`src/rtl/mbx_pkg.sv`:
```
// Shared types and codes for the host-side mailbox.
package mbx_pkg;

  localparam int FIFO_DEPTH_DEF = 24;

  // Item kinds
  localparam logic [2:0] KIND_HOST_READ  = 3'd0;
  localparam logic [2:0] KIND_HOST_WRITE = 3'd1;
  localparam logic [2:0] KIND_HOST_PEEK  = 3'd2;
  localparam logic [2:0] KIND_PARA_PUSH  = 3'd3;
  localparam logic [2:0] KIND_PARA_TAKE  = 3'd4;

  // Host register offsets
  localparam logic [2:0] OFF_R1_STAT = 3'd0;
  localparam logic [2:0] OFF_R1_DATA = 3'd1;
  localparam logic [2:0] OFF_R2_STAT = 3'd2;
  localparam logic [2:0] OFF_R2_DATA = 3'd3;
  localparam logic [2:0] OFF_R3_STAT = 3'd4;
  localparam logic [2:0] OFF_R3_DATA = 3'd5;
  localparam logic [2:0] OFF_R4_STAT = 3'd6;
  localparam logic [2:0] OFF_R4_DATA = 3'd7;

  // Parasite channel numbers
  localparam logic [1:0] CH_R1 = 2'd0;
  localparam logic [1:0] CH_R2 = 2'd1;
  localparam logic [1:0] CH_R3 = 2'd2;
  localparam logic [1:0] CH_R4 = 2'd3;

  // Control write and flag bit positions
  localparam int CTL_S_BIT  = 7;
  localparam int CTL_T_BIT  = 6;
  localparam int FLAG_V_BIT = 4;
  localparam int FLAG_Q_BIT = 0;
  localparam logic [5:0] FLAG_ONES = 6'h3F;

  // R1 parasite-to-host FIFO command and status
  typedef struct packed {
    logic push;
    logic pop;
    logic clear;
  } fifo_cmd_t;

  typedef struct packed {
    logic empty;
    logic full;
  } fifo_stat_t;

endpackage

```
`src/rtl/mbx_p2h_fifo.sv`:
```
// R1 parasite-to-host byte FIFO: memory, pointers and head prefetch.
module mbx_p2h_fifo #(
  parameter int DEPTH = mbx_pkg::FIFO_DEPTH_DEF
) (
  input  logic                  clk,
  input  logic                  rst,
  input  mbx_pkg::fifo_cmd_t    cmd,
  input  logic [7:0]            wdata,
  output mbx_pkg::fifo_stat_t   stat,
  output logic [7:0]            head_data
);

  localparam int AW = $clog2(DEPTH);
  localparam int CW = $clog2(DEPTH + 1);
  localparam int SW = CW + 1;

  logic [7:0]    mem [DEPTH];
  logic [AW-1:0] head;
  logic [AW-1:0] head_next;
  logic [CW-1:0] count;
  logic [CW-1:0] count_next;
  logic [SW-1:0] tail_sum;
  logic [AW-1:0] tail;
  logic [7:0]    rd_q;

  assign tail_sum = SW'(head) + SW'(count);
  assign tail = (tail_sum >= SW'(DEPTH)) ? AW'(tail_sum - SW'(DEPTH)) : AW'(tail_sum);

  always_comb begin
    head_next  = head;
    count_next = count;
    if (cmd.clear) begin
      head_next  = '0;
      count_next = '0;
    end else if (cmd.push) begin
      count_next = count + CW'(1);
    end else if (cmd.pop) begin
      head_next  = (head == AW'(DEPTH - 1)) ? '0 : head + AW'(1);
      count_next = count - CW'(1);
    end
  end

  always_ff @(posedge clk) begin
    if (rst) begin
      head  <= '0;
      count <= '0;
    end else begin
      head  <= head_next;
      count <= count_next;
    end
  end

  // Keep the head entry prefetched; forward a write that lands on it.
  always_ff @(posedge clk) begin
    if (cmd.push) begin
      mem[tail] <= wdata;
    end
    if (cmd.push && (tail == head_next)) begin
      rd_q <= wdata;
    end else begin
      rd_q <= mem[head_next];
    end
  end

  assign head_data  = rd_q;
  assign stat.empty = (count == '0);
  assign stat.full  = (count >= CW'(DEPTH));

endmodule

```
`src/rtl/mbx_chan.sv`:
```
// Latches, R3 two-byte buffers, control flags and result decode.
module mbx_chan (
  input  logic                 clk,
  input  logic                 rst,
  input  logic                 go,
  input  logic [2:0]           kind,
  input  logic [2:0]           host_offset,
  input  logic [1:0]           channel,
  input  logic [7:0]           data_in,
  input  mbx_pkg::fifo_stat_t  fifo_stat,
  input  logic [7:0]           fifo_head_data,
  output mbx_pkg::fifo_cmd_t   fifo_cmd,
  output logic [7:0]           read_data,
  output logic                 stalled,
  output logic                 host_irq
);

  localparam int H2P_R1 = 0;
  localparam int H2P_R2 = 1;
  localparam int H2P_R4 = 2;
  localparam int P2H_R2 = 0;
  localparam int P2H_R4 = 1;

  logic [5:0] ctrl, ctrl_next;
  logic [7:0] h2p_val [3];
  logic [7:0] h2p_val_next [3];
  logic [2:0] h2p_full, h2p_full_next;
  logic [7:0] p2h_val [2];
  logic [7:0] p2h_val_next [2];
  logic [1:0] p2h_full, p2h_full_next;
  logic [7:0] ph_store [2];
  logic [7:0] ph_store_next [2];
  logic       ph_head, ph_head_next, ph_tail, ph_tail_next;
  logic [1:0] ph_cnt, ph_cnt_next;
  logic [7:0] pp_store [2];
  logic [7:0] pp_store_next [2];
  logic       pp_head, pp_head_next, pp_tail, pp_tail_next;
  logic [1:0] pp_cnt, pp_cnt_next;
  logic [1:0] thr;
  logic [7:0] status;
  logic       consume;

  assign thr = ctrl[mbx_pkg::FLAG_V_BIT] ? 2'd2 : 2'd1;

  always_comb begin
    unique case (host_offset)
      mbx_pkg::OFF_R1_STAT: status = {!fifo_stat.empty, !h2p_full[H2P_R1], ctrl};
      mbx_pkg::OFF_R2_STAT: status = {p2h_full[P2H_R2], !h2p_full[H2P_R2],
                                      mbx_pkg::FLAG_ONES};
      mbx_pkg::OFF_R3_STAT: status = {pp_cnt >= thr, ph_cnt < thr, mbx_pkg::FLAG_ONES};
      default:              status = {p2h_full[P2H_R4], !h2p_full[H2P_R4],
                                      mbx_pkg::FLAG_ONES};
    endcase
  end

  always_comb begin
    ctrl_next     = ctrl;
    h2p_val_next  = h2p_val;
    h2p_full_next = h2p_full;
    p2h_val_next  = p2h_val;
    p2h_full_next = p2h_full;
    ph_store_next = ph_store;
    ph_head_next  = ph_head;
    ph_tail_next  = ph_tail;
    ph_cnt_next   = ph_cnt;
    pp_store_next = pp_store;
    pp_head_next  = pp_head;
    pp_tail_next  = pp_tail;
    pp_cnt_next   = pp_cnt;
    fifo_cmd      = '0;
    read_data     = 8'd0;
    stalled       = 1'b0;
    consume       = (kind == mbx_pkg::KIND_HOST_READ);

    unique case (kind)
      mbx_pkg::KIND_HOST_READ, mbx_pkg::KIND_HOST_PEEK: begin
        unique case (host_offset)
          mbx_pkg::OFF_R1_DATA: begin
            if (!fifo_stat.empty) begin
              read_data    = fifo_head_data;
              fifo_cmd.pop = consume;
            end
          end
          mbx_pkg::OFF_R2_DATA: begin
            read_data = p2h_val[P2H_R2];
            if (consume) p2h_full_next[P2H_R2] = 1'b0;
          end
          mbx_pkg::OFF_R3_DATA: begin
            if (pp_cnt != 2'd0) begin
              read_data = pp_store[pp_head];
              if (consume) begin
                pp_head_next = !pp_head;
                pp_cnt_next  = pp_cnt - 2'd1;
              end
            end
          end
          mbx_pkg::OFF_R4_DATA: begin
            read_data = p2h_val[P2H_R4];
            if (consume) p2h_full_next[P2H_R4] = 1'b0;
          end
          default: read_data = status;
        endcase
      end
      mbx_pkg::KIND_HOST_WRITE: begin
        unique case (host_offset)
          mbx_pkg::OFF_R1_STAT: begin
            if (data_in[mbx_pkg::CTL_S_BIT]) begin
              // Soft reset: empty every channel, preload dummy R3 byte.
              if (data_in[mbx_pkg::CTL_T_BIT]) begin
                h2p_val_next   = '{default: 8'd0};
                h2p_full_next  = '0;
                p2h_val_next   = '{default: 8'd0};
                p2h_full_next  = '0;
                ph_store_next  = '{default: 8'd0};
                ph_head_next   = 1'b0;
                ph_tail_next   = 1'b0;
                ph_cnt_next    = 2'd0;
                pp_store_next  = '{default: 8'd0};
                pp_head_next   = 1'b0;
                pp_tail_next   = 1'b1;
                pp_cnt_next    = 2'd1;
                fifo_cmd.clear = 1'b1;
              end
              ctrl_next = ctrl | data_in[5:0];
            end else begin
              ctrl_next = ctrl & ~data_in[5:0];
            end
          end
          mbx_pkg::OFF_R1_DATA: begin
            if (h2p_full[H2P_R1]) begin
              stalled = 1'b1;
            end else begin
              h2p_val_next[H2P_R1]  = data_in;
              h2p_full_next[H2P_R1] = 1'b1;
            end
          end
          mbx_pkg::OFF_R2_DATA: begin
            h2p_val_next[H2P_R2]  = data_in;
            h2p_full_next[H2P_R2] = 1'b1;
          end
          mbx_pkg::OFF_R3_DATA: begin
            if (ph_cnt >= 2'd2) begin
              stalled = 1'b1;
            end else begin
              ph_store_next[ph_tail] = data_in;
              ph_tail_next = !ph_tail;
              ph_cnt_next  = ph_cnt + 2'd1;
            end
          end
          mbx_pkg::OFF_R4_DATA: begin
            if (h2p_full[H2P_R4]) begin
              stalled = 1'b1;
            end else begin
              h2p_val_next[H2P_R4]  = data_in;
              h2p_full_next[H2P_R4] = 1'b1;
            end
          end
          default: ;
        endcase
      end
      mbx_pkg::KIND_PARA_PUSH: begin
        unique case (channel)
          mbx_pkg::CH_R1: begin
            if (fifo_stat.full) stalled = 1'b1;
            else fifo_cmd.push = 1'b1;
          end
          mbx_pkg::CH_R2: begin
            if (p2h_full[P2H_R2]) begin
              stalled = 1'b1;
            end else begin
              p2h_val_next[P2H_R2]  = data_in;
              p2h_full_next[P2H_R2] = 1'b1;
            end
          end
          mbx_pkg::CH_R3: begin
            if (pp_cnt >= 2'd2) begin
              stalled = 1'b1;
            end else begin
              pp_store_next[pp_tail] = data_in;
              pp_tail_next = !pp_tail;
              pp_cnt_next  = pp_cnt + 2'd1;
            end
          end
          default: begin
            if (p2h_full[P2H_R4]) begin
              stalled = 1'b1;
            end else begin
              p2h_val_next[P2H_R4]  = data_in;
              p2h_full_next[P2H_R4] = 1'b1;
            end
          end
        endcase
      end
      mbx_pkg::KIND_PARA_TAKE: begin
        unique case (channel)
          mbx_pkg::CH_R1: begin
            if (h2p_full[H2P_R1]) begin
              read_data = h2p_val[H2P_R1];
              h2p_full_next[H2P_R1] = 1'b0;
            end
          end
          mbx_pkg::CH_R2: begin
            if (h2p_full[H2P_R2]) begin
              read_data = h2p_val[H2P_R2];
              h2p_full_next[H2P_R2] = 1'b0;
            end
          end
          mbx_pkg::CH_R3: begin
            if (ph_cnt != 2'd0) begin
              read_data    = ph_store[ph_head];
              ph_head_next = !ph_head;
              ph_cnt_next  = ph_cnt - 2'd1;
            end
          end
          default: begin
            if (h2p_full[H2P_R4]) begin
              read_data = h2p_val[H2P_R4];
              h2p_full_next[H2P_R4] = 1'b0;
            end
          end
        endcase
      end
      default: ;
    endcase

    if (!go) fifo_cmd = '0;
    host_irq = ctrl_next[mbx_pkg::FLAG_Q_BIT] && p2h_full_next[P2H_R4];
  end

  always_ff @(posedge clk) begin
    if (rst) begin
      ctrl     <= '0;
      h2p_val  <= '{default: 8'd0};
      h2p_full <= '0;
      p2h_val  <= '{default: 8'd0};
      p2h_full <= '0;
      ph_store <= '{default: 8'd0};
      ph_head  <= 1'b0;
      ph_tail  <= 1'b0;
      ph_cnt   <= 2'd0;
      pp_store <= '{default: 8'd0};
      pp_head  <= 1'b0;
      pp_tail  <= 1'b1;
      pp_cnt   <= 2'd1;
    end else if (go) begin
      ctrl     <= ctrl_next;
      h2p_val  <= h2p_val_next;
      h2p_full <= h2p_full_next;
      p2h_val  <= p2h_val_next;
      p2h_full <= p2h_full_next;
      ph_store <= ph_store_next;
      ph_head  <= ph_head_next;
      ph_tail  <= ph_tail_next;
      ph_cnt   <= ph_cnt_next;
      pp_store <= pp_store_next;
      pp_head  <= pp_head_next;
      pp_tail  <= pp_tail_next;
      pp_cnt   <= pp_cnt_next;
    end
  end

endmodule

```
`src/rtl/dual_port_mailbox_fifo_host_side.sv`:
```
// Path: each item is held in the input register, then its result in the result register.
// Throughput: one item per cycle while the result side accepts; the state update for an item
// is one pass of logic between the input register and the result register, so items follow with no gap.
// The R1 FIFO head byte is prefetched from its memory each cycle so a read needs no extra wait.
// Reset (rst, synchronous, active high) empties all channels, clears the control flags and
// preloads one zero byte into the R3 parasite-to-host buffer; no clearing pass is needed.
module dual_port_mailbox_fifo_host_side #(
  parameter int FIFO_DEPTH = mbx_pkg::FIFO_DEPTH_DEF
) (
  input  logic        clk,
  input  logic        rst,
  input  logic        s_tvalid,
  output logic        s_tready,
  input  logic [15:0] s_tdata,   // host_offset[2:0], channel[4:3], data_in[12:5], zero
  input  logic [2:0]  s_tuser,   // kind[2:0]
  output logic        m_tvalid,
  input  logic        m_tready,
  output logic [15:0] m_tdata    // read_data[7:0], stalled[8], host_irq[9], zero
);

  // Input register
  logic       in_valid;
  logic [2:0] in_kind;
  logic [2:0] in_offset;
  logic [1:0] in_channel;
  logic [7:0] in_data;

  // Result register
  logic [7:0] out_read_data;
  logic       out_stalled;
  logic       out_irq;

  // Results of the item in the input register
  logic [7:0] res_read_data;
  logic       res_stalled;
  logic       res_irq;

  mbx_pkg::fifo_cmd_t  fifo_cmd;
  mbx_pkg::fifo_stat_t fifo_stat;
  logic [7:0]          fifo_head_data;

  logic advance;

  // Advance the held item when the result register is free or being emptied this cycle.
  assign advance  = in_valid && (!m_tvalid || m_tready);
  // Take a new transfer whenever the input register empties or moves on.
  assign s_tready = !in_valid || advance;

  always_ff @(posedge clk) begin
    if (rst) begin
      in_valid <= 1'b0;
    end else if (s_tready) begin
      in_valid <= s_tvalid;
    end
  end

  always_ff @(posedge clk) begin
    if (s_tready && s_tvalid) begin
      in_kind    <= s_tuser;
      in_offset  <= s_tdata[2:0];
      in_channel <= s_tdata[4:3];
      in_data    <= s_tdata[12:5];
    end
  end

  mbx_p2h_fifo #(
    .DEPTH (FIFO_DEPTH)
  ) u_fifo (
    .clk       (clk),
    .rst       (rst),
    .cmd       (fifo_cmd),
    .wdata     (in_data),
    .stat      (fifo_stat),
    .head_data (fifo_head_data)
  );

  mbx_chan u_chan (
    .clk            (clk),
    .rst            (rst),
    .go             (advance),
    .kind           (in_kind),
    .host_offset    (in_offset),
    .channel        (in_channel),
    .data_in        (in_data),
    .fifo_stat      (fifo_stat),
    .fifo_head_data (fifo_head_data),
    .fifo_cmd       (fifo_cmd),
    .read_data      (res_read_data),
    .stalled        (res_stalled),
    .host_irq       (res_irq)
  );

  // Hold the result until the downstream side takes it.
  always_ff @(posedge clk) begin
    if (rst) begin
      m_tvalid <= 1'b0;
    end else if (advance) begin
      m_tvalid <= 1'b1;
    end else if (m_tready) begin
      m_tvalid <= 1'b0;
    end
  end

  always_ff @(posedge clk) begin
    if (advance) begin
      out_read_data <= res_read_data;
      out_stalled   <= res_stalled;
      out_irq       <= res_irq;
    end
  end

  assign m_tdata = {6'd0, out_irq, out_stalled, out_read_data};

endmodule

```
`config.mk`:
```
export PLATFORM = sky130hd
export DESIGN_NAME = dual_port_mailbox_fifo_host_side
export DESIGN_NICKNAME = d
export VERILOG_FILES = /design/src/rtl/mbx_pkg.sv /design/src/rtl/mbx_p2h_fifo.sv /design/src/rtl/mbx_chan.sv /design/src/rtl/dual_port_mailbox_fifo_host_side.sv
export SDC_FILE = /design/constraint.sdc
export NUM_CORES = 1
export LEC_CHECK = 0
export BUFFER_PORTS_ARGS = -buffer_cell sky130_fd_sc_hd__buf_2
export CAP_MARGIN = 20
export CORE_MARGIN = 2
export CORE_UTILIZATION = 45
export DETAILED_ROUTE_END_ITERATION = 8
export PLACE_DENSITY = 0.72
export SLEW_MARGIN = 20
export SYNTH_ARGS = -nofsm -noshare
export SYNTH_HDL_FRONTEND = slang
export SYNTH_SLANG_ARGS = --single-unit
export TNS_END_PERCENT = 20
```
`constraint.sdc`:
```
create_clock -name clk -period 8.05 [get_ports clk]
set_input_delay 0.805 -clock clk [delete_from_list [all_inputs] [get_ports clk]]
set_output_delay 0.805 -clock clk [all_outputs]
set_load 0.1 [all_outputs]
```
# [Word-level counts from Yosys, hierarchy flattened]
# Memories as Yosys holds them, arrays and structs flattened. A register that Yosys moved wholly into a read port is not among the register bits.
# Index checks and enable logic that the tools add are counted.
[totals] register_bits=129 mem_count=1 in_bits=23 elab_cells=288 out_inout_bits=18 ramBits=192
[memory_table] name="u_fifo.mem" depth=24 word_bits=8 read_ports=1 rd_ports_with_merged_regs=1 wr=1 line_no="mbx_p2h_fifo.sv:17" text="logic [7:0] mem [DEPTH];"
[op_classes] add_sub_neg=9 mux=131 eq_ne=43 n_lt_le_gt_ge=12 reduce_logical=52 bitwise_logic=7
[ops] op="two-way mux 8 bit" count=20
[ops] op="two-way mux 16 bit" count=6
[ops] op="one-hot mux 16 bit (2 select lines)" count=3
[ops] op="one-hot mux 8 bit (2 select lines)" count=4
[ops] op="two-way mux 24 bit" count=2
[ops] op="one-hot mux 8 bit (3 select lines)" count=2
[ops] op="two-way mux 1 bit" count=46
[ops] op="AND reduction 6 bit" count=6
[ops] op="two-way mux 5 bit" count=7
[ops] op="two-way mux 2 bit" count=17
[ops] op="bitwise mux 16 bit" count=2
[ops] op="one-hot mux 8 bit (4 select lines)" count=1
[ops] op="AND reduction 7 bit" count=4
[ops] op="inequality test 2 bit (second input constant)" count=13
[ops] op="AND reduction 8 bit" count=3
[ops] op="nonzero test 2 bit" count=11
[ops] op="inequality test 2 x 1 -> 1 bit (second input constant)" count=10
[ops] op="inequality test 3 bit (second input constant)" count=6
[ops] op="demux 8 bit (select 1 bit)" count=2
[ops] op="one-hot mux 1 bit (2 select lines)" count=8
[ops] op="== test 3 x 2 -> 1 bit (second input constant)" count=4
[ops] op="== test 3 bit (second input constant)" count=4
[ops] op=">= comparator 2 bit (second input constant)" count=6
[ops] op="one-hot mux 2 bit (3 select lines)" count=2
[ops] op="37 further kinds" count=65

# [Depth between registers and ports, before layout]
[depth] word_depth=9 ltp_mapped=9 depth_no_buf=8

# [Cells and area by module]
# Synthesis repeated with hierarchy kept, for this count alone.
[hier_totals] hier_cells=1035 hier_area_um2=14079.8
[modules_own_cells] module="mbx_p2h_fifo" n_inst=1 area_per_inst_um2=8330.5 cells_per_inst=441 seq_area_each_um2=6065.8
[modules_own_cells] module="mbx_chan" n_inst=1 area_per_inst_um2=4800.9 cells_per_inst=549 seq_area_each_um2=1821.7
[modules_own_cells] module="dual_port_mailbox_fifo_host_side" n_inst=1 area_per_inst_um2=948.4 cells_per_inst=45 seq_area_each_um2=820.8

# [Worst setup path after synthesis]
# Ideal clock, no wire load.
[synth_path] path_type="register -> register" startpoint="register m_tvalid" endpoint="register in_channel[0] (enable)" setup_time_ns=0.320 stages_incl_launch_ff=4 arrival_time_ns=2.562 n_path_buf=0 synth_period_minus_slack_ns=2.882 required_ns=7.730 slack_ns=5.168 path_cell_list="dfxtp_1 -> nor2b_1 -> nand2_1 -> and2_1"
[synth_via] elab_chain_len=5
[synth_lines] item="from (decl)" line_no="dual_port_mailbox_fifo_host_side.sv:16" text="output logic m_tvalid,"
[synth_lines] item="from (signal assigned)" line_no="dual_port_mailbox_fifo_host_side.sv:96" text="m_tvalid <= 1'b0;"
[synth_lines] item="from (signal assigned)" line_no="dual_port_mailbox_fifo_host_side.sv:98" text="m_tvalid <= 1'b1;"
[synth_lines] item="from (signal assigned)" line_no="dual_port_mailbox_fifo_host_side.sv:100" text="m_tvalid <= 1'b0;"
[synth_lines] item="logical NOT 1 bit" line_no="dual_port_mailbox_fifo_host_side.sv:45" text="assign advance = in_valid && (!m_tvalid || m_tready);"
[synth_lines] item="logical OR 1 bit" line_no="dual_port_mailbox_fifo_host_side.sv:45"
[synth_lines] item="logical AND 1 bit" line_no="dual_port_mailbox_fifo_host_side.sv:45"
[synth_lines] item="logical OR 1 bit" line_no="dual_port_mailbox_fifo_host_side.sv:47" text="assign s_tready = !in_valid || advance;"
[synth_lines] item="named net s_tready" line_no="dual_port_mailbox_fifo_host_side.sv:13" text="output logic s_tready,"
[synth_lines] item="logical AND 1 bit" line_no="dual_port_mailbox_fifo_host_side.sv:58" text="if (s_tready && s_tvalid) begin"
[synth_lines] item="to (signal assigned)" line_no="dual_port_mailbox_fifo_host_side.sv:61" text="in_channel <= s_tdata[4:3];"
[synth_lines] item="to (decl)" line_no="dual_port_mailbox_fifo_host_side.sv:25" text="logic [1:0] in_channel;"
# The timed path passes the listed nets, and every way through them passes these cells.
# A chain may end at the register's enable or synchronous reset.

# [Worst setup path after layout]
[layout_path] startpoint="register in_kind[0]" endpoint="memory u_fifo.mem[8][5] (enable)"
[layout_via] elab_chain_len=5
[layout_lines] item="from (decl)" line_no="dual_port_mailbox_fifo_host_side.sv:23" text="logic [2:0] in_kind;"
[layout_lines] item="from (signal assigned)" line_no="dual_port_mailbox_fifo_host_side.sv:59" text="in_kind <= s_tuser;"
[layout_lines] item="== test 3 x 2 -> 1 bit" line_no="mbx_chan.sv:75" text="unique case (kind)"
[layout_lines] item="two-way mux 1 bit" line_no="mbx_chan.sv:75"
[layout_lines] item="two-way mux 3 bit" line_no="mbx_chan.sv:226" text="if (!go) fifo_cmd = '0;"
[layout_lines] item="two-way mux 1 bit" line_no="mbx_p2h_fifo.sv:55" text="if (cmd.push) begin"
[layout_lines] item="two-way mux 1 bit (not written as such)" line_no="mbx_p2h_fifo.sv:56" text="mem[tail] <= wdata;"
[layout_lines] item="to (decl)" line_no="mbx_p2h_fifo.sv:17"
# No other way between the ends.

==> results_dict.tcl <==
set metrics [dict create \
    initial_utilization 0.458 \
    cts_max_level 2 \
    rr_worst_depth 5 \
    r2r-start "in_kind[0]" \
    p_per_area_nw_per_um2 217 \
    leakage_nw 5.24 \
    avgRoutedWirePerCell_um 22.1 \
    synth_area_per_cell_sq_um 12.6 \
    timing.rr.end "u_fifo.mem[8][5]" \
    clk_latency_ns 0.53 \
    worstPathArrival_ns 3.82 \
    synthArstFlopShare 0 \
    final-max-slew-violation-count 0 \
    yosysSeqAreaShare 0.601 \
    hold_path_depth 1 \
    whs_endpoint "in_kind[0]" \
    drc 0 \
    drive_gt1_frac 0.150 \
    ys.flop_type "edfxtp_1" \
    ir_drop_mv 0.115 \
    ios 41 \
    synth-seq-cells 326 \
    most-common-layout-cells "edfxtp_1, nor2_1, dfxtp_1, a21oi_1, nand2_1" \
    grt_pass1_vias 9263 \
    min_path_type "input port to flop" \
    synthTopCellsByArea "edfxtp_1, dfxtp_1, mux4_2" \
    regArea_sq_um 8710 \
    via_count 9661 \
    cts_root_buf "clkbuf_16" \
    grt_usage 0.211 \
    cts_repair_resize_count 0 \
    crit_path_end_kind "flop" \
    synth-edff-count 218 \
    syn_to_final_growth_pct 10.3 \
    cts.sinks 326 \
    grt_max_degree 83 \
    overflow 0 \
    path_clk_slew_ns 0.06 \
    cts_buffers 35 \
    cts_buffer_depth 3 \
    wl_um 35000 \
    setup_tns_ns 0 \
    drt_iter0_drc 1026 \
    fin_skew_ns 0.0320 \
    cts_tree "yes" \
    dr.pass1.iters 5 \
    multi_input_area_sq_um 5350 \
    core_area_sq_um 31600 \
    tightest_slew_ns 1.06 \
    yosysTopAreaCellShare 0.452 \
    required_ns 8.19 \
    postCtsSetupBuffers 0 \
    slew_headroom 0.290 \
    ant_nets 0 \
    fin_crit_sh 0.457 \
    layout_min_cycle_time_ns 3.68 \
    hold_viol_final 0 \
    synth_top_area_cell "edfxtp_1" \
    die_x_um 183 \
    rsz0062_at_grt "false" \
    dieArea_sq_um 33600 \
    netlist_instances 1151 \
    syn_area_sq_um 14500 \
    rrSetupSlack_ns 4.37 \
    fmax_mhz 272 \
    cap_violations 0 \
    ctsHoldBuffers 0 \
    io_buffers 31 \
    finalSetupViolations 0 \
    final_common_cell "edfxtp_1" \
    vias_per_cell 6.10 \
    nNetsFinal 1193 \
    antenna_found_initial 2 \
    gp_congestion 0.854 \
    yosysUniqueCellTypes 78 \
    fillers 2639 \
    final_util 0.505 \
    outcome "finished, final reports clean" \
    grt_pass1_wl_um 54100 \
    hold_start "s_tuser[0]" \
    critPathLaunchType "flop" \
    critPathMaxFanout 19 \
    row_count 65 \
    dp_hpwl_um 21800 \
    yosysWarningCount 0 \
    die_y_um 183 \
    criticalPathCategory "flop to flop" \
]
synthesized netlist by cell type, drive strengths merged, types with 5 or more instances:
master / instances
a2111oi: 8
o32ai: 6
or3b: 6
mux4: 39
o21ai: 23
a21o: 5
nor2b: 19
a211oi: 16
a22oi: 33
nand3b: 5
and3: 6
o211ai: 11
nor3: 19
mux2: 14
nand2: 74
a21oi: 78
nand2b: 9
nand4: 6
ha: 14
a22o: 22
nand3: 26
nor2: 121
nor4: 12
nor3b: 7
dfxtp: 108
inv: 12
and2: 22
or4: 5
buf: 45
clkbuf: 41
mux2i: 60
edfxtp: 218
o221ai: 6
xnor2: 6
where the power goes:
part | total (mW) | switching (mW) | internal (mW)
Sequential | 1.81 | 0.0139 | 1.79
Combinational | 0.152 | 0.121 | 0.0316
Clock | 1.51 | 0.657 | 0.852
Total | 3.47 | 0.792 | 2.68
sequential cells by signal, summed over array words and instances, names as in the netlist, 2 cells and up, named ones only:
name,flops
in_channel,2
u_fifo.count,5
u_chan.p2h_full,2
u_chan.ph_store,16
in_offset,3
u_chan.p2h_val,16
u_fifo.head,5
in_data,8
u_chan.pp_store,16
u_chan.h2p_val,24
u_fifo.mem,192
out_read_data,8
u_chan.h2p_full,3
in_kind,3
u_chan.pp_cnt,2
u_chan.ph_cnt,2
routing by layer:
metal	global-route usage	part of all wire	wire [um]	vias to the layer above
li1	-	-	-	4376
met1	0.288	0.41	14400	4743
met2	0.320	0.45	15800	432
met3	0.0522	0.092	3220	110
met4	0.0954	0.045	1570	0
met5	0	0	0	-
area by class of cell:
cell class | instances | area share
diodes | 2 | 0.000313
clock buffers | 41 | 0.0595
clock inverters | 23 | 0.00838
inverters | 12 | 0.00282
multi-input cells | 732 | 0.335
flip-flops and latches | 326 | 0.545
well taps | 402 | 0.0315
repair buffers | 47 | 0.0172
worst max path at each step:
stage,startpoint,slack (ns),end
floorplan,m_tvalid,5.17,in_channel[0]
global placement,in_kind[0],4.54,u_fifo.mem[11][4]
detailed placement,in_kind[0],4.45,u_fifo.mem[8][4]
CTS,in_kind[0],4.40,u_fifo.mem[8][1]
global route,in_kind[0],4.07,u_fifo.mem[23][6]
finish,in_kind[0],4.37,u_fifo.mem[8][5]
critical path, cell delays in order, from the launching register on:
cell      delay, ns
edfxtp_1       0.69
and3b_1        0.67
nand4_1        0.54
nor2_1         0.38
nand2_1        0.16
a21oi_1        0.84
metrics by stage:
stage               area, sq um  hold slack (ns)  power [mW]  std cells  worst slack (ns)
CTS                       16000            0.436        3.49       1583              4.40
global route              16000            0.442        3.57       1583              4.07
floorplan                 14500            0.432        1.95       1156              5.17
global placement          14900            0.440        1.99       1519              4.54
detailed placement        14900            0.447        1.99       1519              4.45
finish                    16000            0.449        3.47       1585              4.37
cells by family after synthesis:
family,after synthesis,synth area share
AOI/OAI and AO/OA,237,0.113
DFF,326,0.601
muxes,113,0.113
buffers and inverters,98,0.0310
xor gates and xnor gates,9,0.00544
adders and majority gates,16,0.0149
other,1,0.000259
and+or+nand+nor,351,0.121
(Power assumes the default switching activity.)
